File: config.mk
export PLATFORM = sky130hd
export DESIGN_NAME = frame_buffer_session_tracker_core_flat
export DESIGN_NICKNAME = d
export VERILOG_FILES = /design/src/rtl/core/fbst_pkg.sv /design/src/rtl/core/fbst_if.sv /design/src/rtl/core/fbst_ram.sv /design/src/rtl/core/frame_buffer_session_tracker_core.sv /design/src/flat_wrapper.sv
export SDC_FILE = /design/constraint.sdc
export NUM_CORES = 2
export LEC_CHECK = 0
export ABC_CLOCK_PERIOD_IN_PS = 22100
export BUFFER_PORTS_ARGS = -buffer_cell sky130_fd_sc_hd__buf_2
export CAP_MARGIN = 30
export CORE_AREA = 2 2 420 422
export DETAILED_ROUTE_END_ITERATION = 8
export DIE_AREA = 0 0 422 424
export PLACE_DENSITY = 0.73
export SLEW_MARGIN = 20
export SYNTH_ARGS = -nofsm -noshare
export SYNTH_HDL_FRONTEND = slang
export SYNTH_HIERARCHICAL = 1
export SYNTH_SLANG_ARGS = --single-unit
File: constraint.sdc
create_clock -name clk -period 22.1 [get_ports clk]
set_input_delay 5.525 -clock clk [delete_from_list [all_inputs] [get_ports clk]]
set_output_delay 5.525 -clock clk [all_outputs]
set_load 0.02 [all_outputs]
File: src/rtl/core/fbst_pkg.sv
`default_nettype none
package fbst_pkg;

  localparam int ID_W       = 64;
  localparam int PIX_W      = 32;
  localparam int DIM_W      = 16;
  localparam int CMD_W      = 2;
  localparam int STATUS_W   = 2;
  localparam int HELD_W     = 4;
  localparam int FLIGHT_W   = 3;
  localparam int CFG_IDX_W  = 2;
  localparam int CFG_DATA_W = 32;

  typedef enum logic [CMD_W-1:0] {
    CMD_REGISTER   = 2'd0,
    CMD_UNREGISTER = 2'd1,
    CMD_PRESENT    = 2'd2,
    CMD_COMPLETE   = 2'd3
  } cmd_t;

  typedef enum logic [STATUS_W-1:0] {
    ST_OK      = 2'd0,
    ST_INVALID = 2'd1,
    ST_BUSY    = 2'd2,
    ST_PROTO   = 2'd3
  } status_t;

  typedef enum logic [1:0] {
    S_IDLE,
    S_SCAN,
    S_DECIDE
  } fsm_t;

  // configuration register indexes
  localparam logic [CFG_IDX_W-1:0] CFG_PIXEL_BUDGET = 2'd0;
  localparam logic [CFG_IDX_W-1:0] CFG_MAX_WIDTH    = 2'd1;
  localparam logic [CFG_IDX_W-1:0] CFG_MAX_HEIGHT   = 2'd2;

  localparam logic [PIX_W-1:0] PIXEL_BUDGET_RST = 32'd67108864;
  localparam logic [DIM_W-1:0] MAX_DIM_RST      = 16'd16384;

endpackage
`default_nettype wire

File: src/rtl/core/fbst_if.sv
`default_nettype none
interface fbst_in_if import fbst_pkg::*; ();
  logic             valid;
  logic             ready;
  logic [CMD_W-1:0] command;
  logic [ID_W-1:0]  buffer_ident;
  logic [DIM_W-1:0] frame_width;
  logic [DIM_W-1:0] frame_height;
  logic [ID_W-1:0]  frame_serial;
  logic [ID_W-1:0]  released_ident;

  modport source (output valid, command, buffer_ident, frame_width, frame_height,
                  frame_serial, released_ident, input ready);
  modport sink   (input valid, command, buffer_ident, frame_width, frame_height,
                  frame_serial, released_ident, output ready);
endinterface

interface fbst_out_if import fbst_pkg::*; ();
  logic                valid;
  logic                ready;
  logic [STATUS_W-1:0] status;
  logic [HELD_W-1:0]   buffers_held;
  logic [FLIGHT_W-1:0] frames_in_flight;
  logic [PIX_W-1:0]    pixels_held;

  modport source (output valid, status, buffers_held, frames_in_flight, pixels_held,
                  input ready);
  modport sink   (input valid, status, buffers_held, frames_in_flight, pixels_held,
                  output ready);
endinterface
`default_nettype wire

File: src/rtl/core/fbst_ram.sv
`default_nettype none
module fbst_ram #(
  parameter int DEPTH = 8,
  parameter int WIDTH = 96,
  localparam int AW = (DEPTH > 1) ? $clog2(DEPTH) : 1
) (
  input  wire logic             clk,
  input  wire logic             we,
  input  wire logic [AW-1:0]    waddr,
  input  wire logic [WIDTH-1:0] wdata,
  input  wire logic             re,
  input  wire logic [AW-1:0]    raddr,
  output logic      [WIDTH-1:0] rdata
);
  logic [WIDTH-1:0] mem [DEPTH];

  always_ff @(posedge clk) begin
    if (we) begin
      mem[waddr] <= wdata;
    end
    if (re) begin
      rdata <= mem[raddr];
    end
  end
endmodule
`default_nettype wire

File: src/rtl/core/frame_buffer_session_tracker_core.sv
`default_nettype none
// Frame buffer session tracker. Keeps a table of registered display buffers
// (id, pixel count) and a table of frames in flight (serial, buffer id), both
// in single-port-read synchronous RAMs. Each accepted item is one command
// (register, unregister, present, complete) and yields exactly one result:
// status plus buffer count, in-flight count and pixel total after the command.
// A failing command changes nothing. Removal compacts a table by copying its
// last entry into the freed slot. Each item is handled by a linear RAM scan
// that reads both tables one entry per cycle over max(buffers held, frames in
// flight) entries. The next item is accepted while a result is still waiting
// on the output register. Configuration writes land immediately; write them
// only while the block is idle.
module frame_buffer_session_tracker_core
  import fbst_pkg::*;
#(
  parameter int BUFFER_SLOTS   = 8,
  parameter int INFLIGHT_SLOTS = 4
) (
  input  wire logic                  clk,
  input  wire logic                  rst_n,
  fbst_in_if.sink                    in_chan,
  fbst_out_if.source                 out_chan,
  input  wire logic                  cfg_we,
  input  wire logic [CFG_IDX_W-1:0]  cfg_idx,
  input  wire logic [CFG_DATA_W-1:0] cfg_wdata
);
  localparam int BAW    = (BUFFER_SLOTS > 1) ? $clog2(BUFFER_SLOTS) : 1;
  localparam int FAW    = (INFLIGHT_SLOTS > 1) ? $clog2(INFLIGHT_SLOTS) : 1;
  localparam int BCW    = $clog2(BUFFER_SLOTS + 1);
  localparam int FCW    = $clog2(INFLIGHT_SLOTS + 1);
  localparam int MAXS   = (BUFFER_SLOTS > INFLIGHT_SLOTS) ? BUFFER_SLOTS : INFLIGHT_SLOTS;
  localparam int SCW    = $clog2(MAXS + 1);
  localparam int BENT_W = ID_W + PIX_W;   // {id, pixels}
  localparam int FENT_W = ID_W + ID_W;    // {serial, buffer id}

  // ---------------- configuration ----------------
  logic [PIX_W-1:0] budget_r;
  logic [DIM_W-1:0] maxw_r, maxh_r;

  always_ff @(posedge clk) begin
    if (!rst_n) begin
      budget_r <= PIXEL_BUDGET_RST;
      maxw_r   <= MAX_DIM_RST;
      maxh_r   <= MAX_DIM_RST;
    end else if (cfg_we) begin
      case (cfg_idx)
        CFG_PIXEL_BUDGET: budget_r <= cfg_wdata[PIX_W-1:0];
        CFG_MAX_WIDTH:    maxw_r   <= cfg_wdata[DIM_W-1:0];
        CFG_MAX_HEIGHT:   maxh_r   <= cfg_wdata[DIM_W-1:0];
        default: ;  // unmapped index, ignored
      endcase
    end
  end

  // ---------------- state ----------------
  fsm_t state_r, state_nxt;

  logic [BCW-1:0]   bcount_r, bcount_nxt;
  logic [FCW-1:0]   fcount_r, fcount_nxt;
  logic [PIX_W-1:0] total_r, total_nxt;

  // latched command
  cmd_t             cmd_r;
  logic [ID_W-1:0]  ident_r, serial_r, rel_r;
  logic [DIM_W-1:0] w_r, h_r;
  logic [PIX_W-1:0] px_r;

  // scan pipeline: read issue at idx_r, compare in the next cycle
  logic [SCW-1:0]   idx_r, cmp_idx_r, scan_len;
  logic             cmp_bv_r, cmp_fv_r;
  logic             issue, b_re, f_re;

  // scan results
  logic             bhit_r, relhit_r, fbufhit_r, shit_r, sbuf_ok_r;
  logic [BAW-1:0]   bpos_r;
  logic [FAW-1:0]   spos_r;
  logic [PIX_W-1:0] bpix_r;
  logic [BENT_W-1:0] blast_r;
  logic [FENT_W-1:0] flast_r;

  // RAM ports
  logic              b_we, f_we;
  logic [BAW-1:0]    b_waddr;
  logic [FAW-1:0]    f_waddr;
  logic [BENT_W-1:0] b_wdata, b_rdata;
  logic [FENT_W-1:0] f_wdata, f_rdata;

  // decision
  logic      ok, out_load, accept, sum_fits;
  status_t   status;
  logic [PIX_W:0] sum_px;

  // output register
  logic                out_valid_r;
  status_t             out_status_r;
  logic [HELD_W-1:0]   out_held_r;
  logic [FLIGHT_W-1:0] out_flight_r;
  logic [PIX_W-1:0]    out_pix_r;

  fbst_ram #(.DEPTH(BUFFER_SLOTS), .WIDTH(BENT_W)) u_buf_ram (
    .clk   (clk),
    .we    (b_we),
    .waddr (b_waddr),
    .wdata (b_wdata),
    .re    (b_re),
    .raddr (idx_r[BAW-1:0]),
    .rdata (b_rdata)
  );

  fbst_ram #(.DEPTH(INFLIGHT_SLOTS), .WIDTH(FENT_W)) u_flight_ram (
    .clk   (clk),
    .we    (f_we),
    .waddr (f_waddr),
    .wdata (f_wdata),
    .re    (f_re),
    .raddr (idx_r[FAW-1:0]),
    .rdata (f_rdata)
  );

  assign in_chan.ready = (state_r == S_IDLE);
  assign accept        = in_chan.valid && in_chan.ready;
  assign out_load      = (state_r == S_DECIDE) && (!out_valid_r || out_chan.ready);

  assign scan_len = (SCW'(bcount_r) > SCW'(fcount_r)) ? SCW'(bcount_r) : SCW'(fcount_r);
  assign issue    = (state_r == S_SCAN) && (idx_r < scan_len);
  assign b_re     = issue && (idx_r < SCW'(bcount_r));
  assign f_re     = issue && (idx_r < SCW'(fcount_r));

  // no wrap on the budget check: a budget below the total rejects every register
  assign sum_px   = {1'b0, px_r} + {1'b0, total_r};
  assign sum_fits = sum_px <= {1'b0, budget_r};

  // ---------------- control ----------------
  always_comb begin
    state_nxt  = state_r;
    ok         = 1'b0;
    status     = ST_OK;
    b_we       = 1'b0;
    f_we       = 1'b0;
    b_waddr    = bpos_r;
    f_waddr    = spos_r;
    b_wdata    = blast_r;
    f_wdata    = flast_r;
    bcount_nxt = bcount_r;
    fcount_nxt = fcount_r;
    total_nxt  = total_r;

    case (cmd_r)
      CMD_REGISTER: begin
        ok = (ident_r != '0) && (w_r != '0) && (h_r != '0) &&
             (w_r <= maxw_r) && (h_r <= maxh_r) &&
             (bcount_r < BCW'(BUFFER_SLOTS)) && !bhit_r && sum_fits;
        status = ok ? ST_OK : ST_INVALID;
      end
      CMD_UNREGISTER: begin
        ok     = bhit_r && !fbufhit_r;
        status = ok ? ST_OK : ST_BUSY;
      end
      CMD_PRESENT: begin
        ok = (serial_r != '0) && bhit_r && (fcount_r < FCW'(INFLIGHT_SLOTS)) && !shit_r;
        status = ok ? ST_OK : ST_INVALID;
      end
      CMD_COMPLETE: begin
        ok = bhit_r && ((rel_r == '0) || relhit_r) && shit_r && sbuf_ok_r;
        status = ok ? ST_OK : ST_PROTO;
      end
      default: begin
        ok     = 1'b0;
        status = ST_PROTO;
      end
    endcase

    // table updates land only when the result goes into the output register
    if (out_load && ok) begin
      case (cmd_r)
        CMD_REGISTER: begin
          b_we       = 1'b1;
          b_waddr    = bcount_r[BAW-1:0];
          b_wdata    = {ident_r, px_r};
          bcount_nxt = bcount_r + BCW'(1);
          total_nxt  = total_r + px_r;
        end
        CMD_UNREGISTER: begin
          // move last entry into the hole (self-copy when it is the last)
          b_we       = 1'b1;
          bcount_nxt = bcount_r - BCW'(1);
          total_nxt  = total_r - bpix_r;
        end
        CMD_PRESENT: begin
          f_we       = 1'b1;
          f_waddr    = fcount_r[FAW-1:0];
          f_wdata    = {serial_r, ident_r};
          fcount_nxt = fcount_r + FCW'(1);
        end
        CMD_COMPLETE: begin
          f_we       = 1'b1;
          fcount_nxt = fcount_r - FCW'(1);
        end
        default: ;
      endcase
    end

    case (state_r)
      S_IDLE:   if (accept) state_nxt = S_SCAN;
      S_SCAN:   if (!issue) state_nxt = S_DECIDE;
      S_DECIDE: if (out_load) state_nxt = S_IDLE;
      default:  state_nxt = S_IDLE;
    endcase
  end

  always_ff @(posedge clk) begin
    if (!rst_n) begin
      state_r  <= S_IDLE;
      bcount_r <= '0;
      fcount_r <= '0;
      total_r  <= '0;
      cmp_bv_r <= 1'b0;
      cmp_fv_r <= 1'b0;
    end else begin
      state_r  <= state_nxt;
      bcount_r <= bcount_nxt;
      fcount_r <= fcount_nxt;
      total_r  <= total_nxt;
      cmp_bv_r <= b_re;
      cmp_fv_r <= f_re;
    end
  end

  // command latch and scan bookkeeping
  always_ff @(posedge clk) begin
    px_r <= PIX_W'(w_r) * PIX_W'(h_r);
    if (accept) begin
      cmd_r     <= cmd_t'(in_chan.command);
      ident_r   <= in_chan.buffer_ident;
      w_r       <= in_chan.frame_width;
      h_r       <= in_chan.frame_height;
      serial_r  <= in_chan.frame_serial;
      rel_r     <= in_chan.released_ident;
      idx_r     <= '0;
      bhit_r    <= 1'b0;
      relhit_r  <= 1'b0;
      fbufhit_r <= 1'b0;
      shit_r    <= 1'b0;
      sbuf_ok_r <= 1'b0;
    end else begin
      if (issue) begin
        idx_r <= idx_r + SCW'(1);
      end
      cmp_idx_r <= idx_r;

      if (cmp_bv_r) begin
        if (b_rdata[BENT_W-1:PIX_W] == ident_r && !bhit_r) begin
          bhit_r <= 1'b1;
          bpos_r <= cmp_idx_r[BAW-1:0];
          bpix_r <= b_rdata[PIX_W-1:0];
        end
        if (b_rdata[BENT_W-1:PIX_W] == rel_r) begin
          relhit_r <= 1'b1;
        end
        if ((cmp_idx_r + SCW'(1)) == SCW'(bcount_r)) begin
          blast_r <= b_rdata;
        end
      end

      if (cmp_fv_r) begin
        if (f_rdata[ID_W-1:0] == ident_r) begin
          fbufhit_r <= 1'b1;
        end
        if (f_rdata[FENT_W-1:ID_W] == serial_r && !shit_r) begin
          shit_r    <= 1'b1;
          spos_r    <= cmp_idx_r[FAW-1:0];
          sbuf_ok_r <= (f_rdata[ID_W-1:0] == ident_r);
        end
        if ((cmp_idx_r + SCW'(1)) == SCW'(fcount_r)) begin
          flast_r <= f_rdata;
        end
      end
    end
  end

  // ---------------- output register ----------------
  always_ff @(posedge clk) begin
    if (!rst_n) begin
      out_valid_r <= 1'b0;
    end else if (out_load) begin
      out_valid_r <= 1'b1;
    end else if (out_chan.ready) begin
      out_valid_r <= 1'b0;
    end
  end

  always_ff @(posedge clk) begin
    if (out_load) begin
      out_status_r <= status;
      out_held_r   <= HELD_W'(bcount_nxt);
      out_flight_r <= FLIGHT_W'(fcount_nxt);
      out_pix_r    <= total_nxt;
    end
  end

  assign out_chan.valid            = out_valid_r;
  assign out_chan.status           = out_status_r;
  assign out_chan.buffers_held     = out_held_r;
  assign out_chan.frames_in_flight = out_flight_r;
  assign out_chan.pixels_held      = out_pix_r;

  // ---------------- assertions ----------------
  a_bcount_range: assert property (@(posedge clk) disable iff (!rst_n)
    bcount_r <= BCW'(BUFFER_SLOTS))
    else $error("buffer count above table size");

  a_fcount_range: assert property (@(posedge clk) disable iff (!rst_n)
    fcount_r <= FCW'(INFLIGHT_SLOTS))
    else $error("in-flight count above table size");

  a_single_write: assert property (@(posedge clk) disable iff (!rst_n)
    (b_we || f_we) |-> (out_load && !(b_we && f_we)))
    else $error("table write outside result load");

  a_state_hold: assert property (@(posedge clk) disable iff (!rst_n)
    (state_r != S_DECIDE) |=> ($stable(total_r) && $stable(bcount_r) && $stable(fcount_r)))
    else $error("tracker state changed outside decision");

endmodule
`default_nettype wire

File: src/flat_wrapper.sv
// flat-port wrapper written by rule: the top's interface ports become plain ports
module frame_buffer_session_tracker_core_flat import fbst_pkg::*;
#(
  parameter int BUFFER_SLOTS   = 8,
  parameter int INFLIGHT_SLOTS = 4
)
  (clk, rst_n, cfg_we, cfg_idx, cfg_wdata, in_chan_valid, in_chan_command, in_chan_buffer_ident, in_chan_frame_width, in_chan_frame_height, in_chan_frame_serial, in_chan_released_ident, in_chan_ready, out_chan_valid, out_chan_status, out_chan_buffers_held, out_chan_frames_in_flight, out_chan_pixels_held, out_chan_ready);
  fbst_in_if in_chan_i ();
  fbst_out_if out_chan_i ();
  input  wire logic clk;
  input  wire logic rst_n;
  input  wire logic cfg_we;
  input  wire logic [CFG_IDX_W-1:0] cfg_idx;
  input  wire logic [CFG_DATA_W-1:0] cfg_wdata;
  input wire logic [$bits(in_chan_i.valid)-1:0] in_chan_valid;
  input wire logic [$bits(in_chan_i.command)-1:0] in_chan_command;
  input wire logic [$bits(in_chan_i.buffer_ident)-1:0] in_chan_buffer_ident;
  input wire logic [$bits(in_chan_i.frame_width)-1:0] in_chan_frame_width;
  input wire logic [$bits(in_chan_i.frame_height)-1:0] in_chan_frame_height;
  input wire logic [$bits(in_chan_i.frame_serial)-1:0] in_chan_frame_serial;
  input wire logic [$bits(in_chan_i.released_ident)-1:0] in_chan_released_ident;
  output wire logic [$bits(in_chan_i.ready)-1:0] in_chan_ready;
  output wire logic [$bits(out_chan_i.valid)-1:0] out_chan_valid;
  output wire logic [$bits(out_chan_i.status)-1:0] out_chan_status;
  output wire logic [$bits(out_chan_i.buffers_held)-1:0] out_chan_buffers_held;
  output wire logic [$bits(out_chan_i.frames_in_flight)-1:0] out_chan_frames_in_flight;
  output wire logic [$bits(out_chan_i.pixels_held)-1:0] out_chan_pixels_held;
  input wire logic [$bits(out_chan_i.ready)-1:0] out_chan_ready;
  assign in_chan_i.valid = in_chan_valid;
  assign in_chan_i.command = in_chan_command;
  assign in_chan_i.buffer_ident = in_chan_buffer_ident;
  assign in_chan_i.frame_width = in_chan_frame_width;
  assign in_chan_i.frame_height = in_chan_frame_height;
  assign in_chan_i.frame_serial = in_chan_frame_serial;
  assign in_chan_i.released_ident = in_chan_released_ident;
  assign in_chan_ready = in_chan_i.ready;
  assign out_chan_valid = out_chan_i.valid;
  assign out_chan_status = out_chan_i.status;
  assign out_chan_buffers_held = out_chan_i.buffers_held;
  assign out_chan_frames_in_flight = out_chan_i.frames_in_flight;
  assign out_chan_pixels_held = out_chan_i.pixels_held;
  assign out_chan_i.ready = out_chan_ready;
  frame_buffer_session_tracker_core #(.BUFFER_SLOTS(BUFFER_SLOTS), .INFLIGHT_SLOTS(INFLIGHT_SLOTS)) u_core (.clk(clk), .rst_n(rst_n), .in_chan(in_chan_i), .out_chan(out_chan_i), .cfg_we(cfg_we), .cfg_idx(cfg_idx), .cfg_wdata(cfg_wdata));
endmodule
==> impl_metrics.json <==
{
  "multiInputGateArea_sq_mm": 0.02906,
  "io_pins": 308,
  "async_flop_share_pct": 0,
  "ctsHoldBuffers": 0,
  "drtPass1Iterations": 5,
  "postCtsSetupRepairBufs": 0,
  "synth_ff_type": "edfxtp_1",
  "p_int_mw": 7.544,
  "detail_route.wl_per_cell_um": 26.67,
  "fmax_ghz": 0.1020,
  "finalSetupViolations": 0,
  "syn_area_per_cell_sq_um": 17.03,
  "cts_tree": "yes",
  "grt_max_degree": 130,
  "vias": 51611,
  "crit_top_cell": "buf_4",
  "synth_commonest_cells": "2036 x edfxtp_1, 371 x inv_1, 371 x nand2_1",
  "nNetsFinal": 6756,
  "finalHoldViolCount": 0,
  "cts_buffer_depth": 3,
  "synth_seq_area_share_pct": 67.11,
  "drv_slew": 0,
  "first_global_vias": 52731,
  "power_switching_mw": 3.233,
  "min_from": "u_core/u_buf_ram/rdata[28]",
  "endpoint_kind": "register",
  "cp_slowest_stage_delay_ns": 0.84,
  "worst_pin_slew_ns": 1.080,
  "dp.final_hpwl_um": 146300,
  "synth_nets": 6320,
  "clk_pin_slew_ns": 0.07,
  "switching_share_pct": 30.00,
  "synth_adder_area_share_pct": 7.383,
  "synth_top_area_share_pct": 63.99,
  "cts_resized": 0,
  "path_max_fanout": 53,
  "routed_wl_um": 228500,
  "ys_seq_elements": 2185,
  "tns_ns": 0,
  "fp.dieW_um": 422,
  "die_area_sq_mm": 0.1789,
  "critPathLaunch": "out_chan_ready",
  "p_leak_nw": 36.91,
  "cts.htree.levels": 4,
  "rsz0062_at_grt": "no",
  "crit_chain": "buf_2, nand2b_1, nor2b_4, buf_4, and3_4, mux2_2, nand2b_1, nor2_4, buf_4, buf_4",
  "min_period_ns": 9.802,
  "antenna_found_initial": 3,
  "max-vdd-ir-drop_mv": 0.1264,
  "p_comb_share_pct": 23.1,
  "drtIter0Drc": 5288,
  "post_dp_cell_area_sq_mm": 0.09993,
  "p_per_area_mw_per_mm2": 100.7,
  "p_seq_share_pct": 43.7,
  "clock_latency_ns": 0.86,
  "clock_skew_ns": 0.06973,
  "grt_pass1_wl_um": 339800,
  "die_y_um": 424,
  "ant_nets": 0,
  "r2r-start": "u_core/px_r[0]",
  "final_area_sq_mm": 0.1070,
  "cp.arrival_ns": 10.27,
  "port-buffer-count": 307,
  "muxShareOfSynthArea_pct": 11.59,
  "initial_utilization_pct": 54.61,
  "cpMaxStageDelayCell": "and3_4",
  "grt-ovfl-total": 0,
  "final-seq-area_sq_mm": 0.06413,
  "synth_most_common_cell": "edfxtp_1",
  "syn_inst": 5610,
  "vias_per_cell": 6.023,
  "synth_edf_count": 2036,
  "ys_top_cells_by_area": "edfxtp_1 64%, mux4_2 7.5%, fa_1 4.1%",
  "slew_headroom_pct": 28.00,
  "cts-root-buf": "clkbuf_16",
  "synth_top_family_by_area": "multiplexers",
  "rrSetupSlack_ns": 13.30,
  "ys_types": 81,
  "cp-start-kind": "primary input",
  "synthXorXnorAreaFrac_pct": 3.089,
  "coreArea_sq_mm": 0.1750,
  "finalCritPeriodShare_pct": 44.35,
  "status": "completed",
  "crit_type": "primary input to register",
  "numCtsBuffers": 211,
  "area_growth_pct": 12.03,
  "worst-path-buf-inv": 4,
  "synth-compound-area-share_pct": 3.181,
  "cp_top_family": "simple AND/OR/NAND/NOR gates",
  "drive_above_1_share_pct": 22.62,
  "drcViolationCount": 0,
  "hold_path.class": "register to register",
  "final_util_pct": 61.18,
  "yosys_warnings": 6,
  "placementRows": 154,
  "synth-simple-area-share_pct": 5.017,
  "synth_top_cell_by_area": "edfxtp_1",
  "grt_use_total_pct": 25.65,
  "p_clk_share_pct": 33.3,
  "num-fill-cells": 12524,
  "cp.required_ns": 22.56,
  "syn_area_sq_mm": 0.09555,
  "max_cap_violations": 0,
  "cts.sinks": 2185,
  "place_congestion": 0.9010
}
==> power groups by stage <==
stage	Clock, mW	Sequential, mW	Combinational [mW]
after floorplan	0	4.72	1.66
after global placement	0	4.79	2.46
after detailed placement	0	4.79	2.49
after CTS	3.65	4.70	2.53
after global routing	3.81	4.71	2.79
final	3.58	4.71	2.49
==> worst register-to-register path: stages (launching register included) <==
cell and delay (ns):
dfxtp_1 0.36, ha_1 0.24, fa_1 0.42, a211oi_1 0.33, o21ai_0 0.21, a21oi_1 0.25
nor2_1 0.13, a21boi_0 0.43, nor2b_1 0.13, a41oi_1 0.31, o21bai_1 0.09, a21oi_1 0.18
xnor2_1 0.10, ha_1 0.30, nand4_1 0.12, nor4_1 0.54, a31oi_1 0.15, a211oi_1 0.31
buf_2 0.26, and3_4 0.73, mux2_2 0.42, nand2b_1 0.32, nor2_4 0.59, buf_4 0.66
buf_4 0.79
==> layer usage <==
metal	share of wire (%)	wire, um	vias up	global-route usage [%]
li1	-	-	22168	-
met1	40	91030	26463	35.33
met2	47	107700	2461	40.45
met3	8.0	18250	515	4.050
met4	5.1	11570	4	12.22
met5	0.011	26	-	0
==> final timing paths <==
| path | depth (start not counted) | end |
|---|---|---|
| worst min register to register | 0 | u_core/blast_r[28] |
| worst max register to register | 24 | u_core/u_buf_ram/mem[1][5] |
| worst min-delay path | 0 | u_core/blast_r[28] |
| worst max-delay path | 10 | u_core/u_buf_ram/mem[1][5] |
==> cell type report <==
type | instances | share of cell area [%]
repair buffers | 412 | 2.427
multi-input cells | 2863 | 27.15
clock inverters | 136 | 1.240
flip-flops and latches | 2185 | 59.92
clock buffers | 259 | 5.218
inverters | 373 | 1.315
diodes | 1 | 0.002338
well taps | 2340 | 2.735
==> flip-flops by register name (all words and copies together) (netlist names), 64 cells and up <==
signal and cells:
u_core/u_flight_ram/rdata 128, u_core/u_buf_ram/rdata 96, u_core/rel_r 64, u_core/u_flight_ram/mem 512
u_core/ident_r 64, u_core/flast_r 128, u_core/blast_r 96, u_core/serial_r 64
u_core/u_buf_ram/mem 768
==> metrics by stage <==
step	power (mW)	setup WS, ns	instances	hold WS (ns)
6_report	10.78	12.30	8569	0.4438
5_1_grt	11.31	12.10	8568	0.4582
4_1_cts	10.88	12.30	8560	0.4477
3_5_place_dp	7.280	11.37	8165	0.4328
3_3_place_gp	7.253	11.45	8157	0.4224
2_1_floorplan	6.381	3.183	5610	0.4215
==> logic make-up after synthesis <==
family                   count (synthesis)
AND/OR/NAND/NOR                        952
AO/OA/AOI/OAI                          465
XOR/XNOR                               337
multiplexers                           664
flip-flops                            2185
buffers and inverters                  562
adder cells (fa/ha/maj)                445
==> cells in the final DEF, fill, tap and decap left out, types with 93 or more instances in the layout <==
master,count
clkbuf_16,215
buf_2,308
ha_1,247
and2_1,157
inv_1,371
dfxtp_1,146
nor2_1,93
nand2_1,370
o21ai_0,97
xnor2_1,154
a21oi_1,107
mux2_2,326
edfxtp_1,2036
nor4_1,106
xor2_1,183
mux4_2,320
fa_1,198
Power figures use the tool's default switching activity.
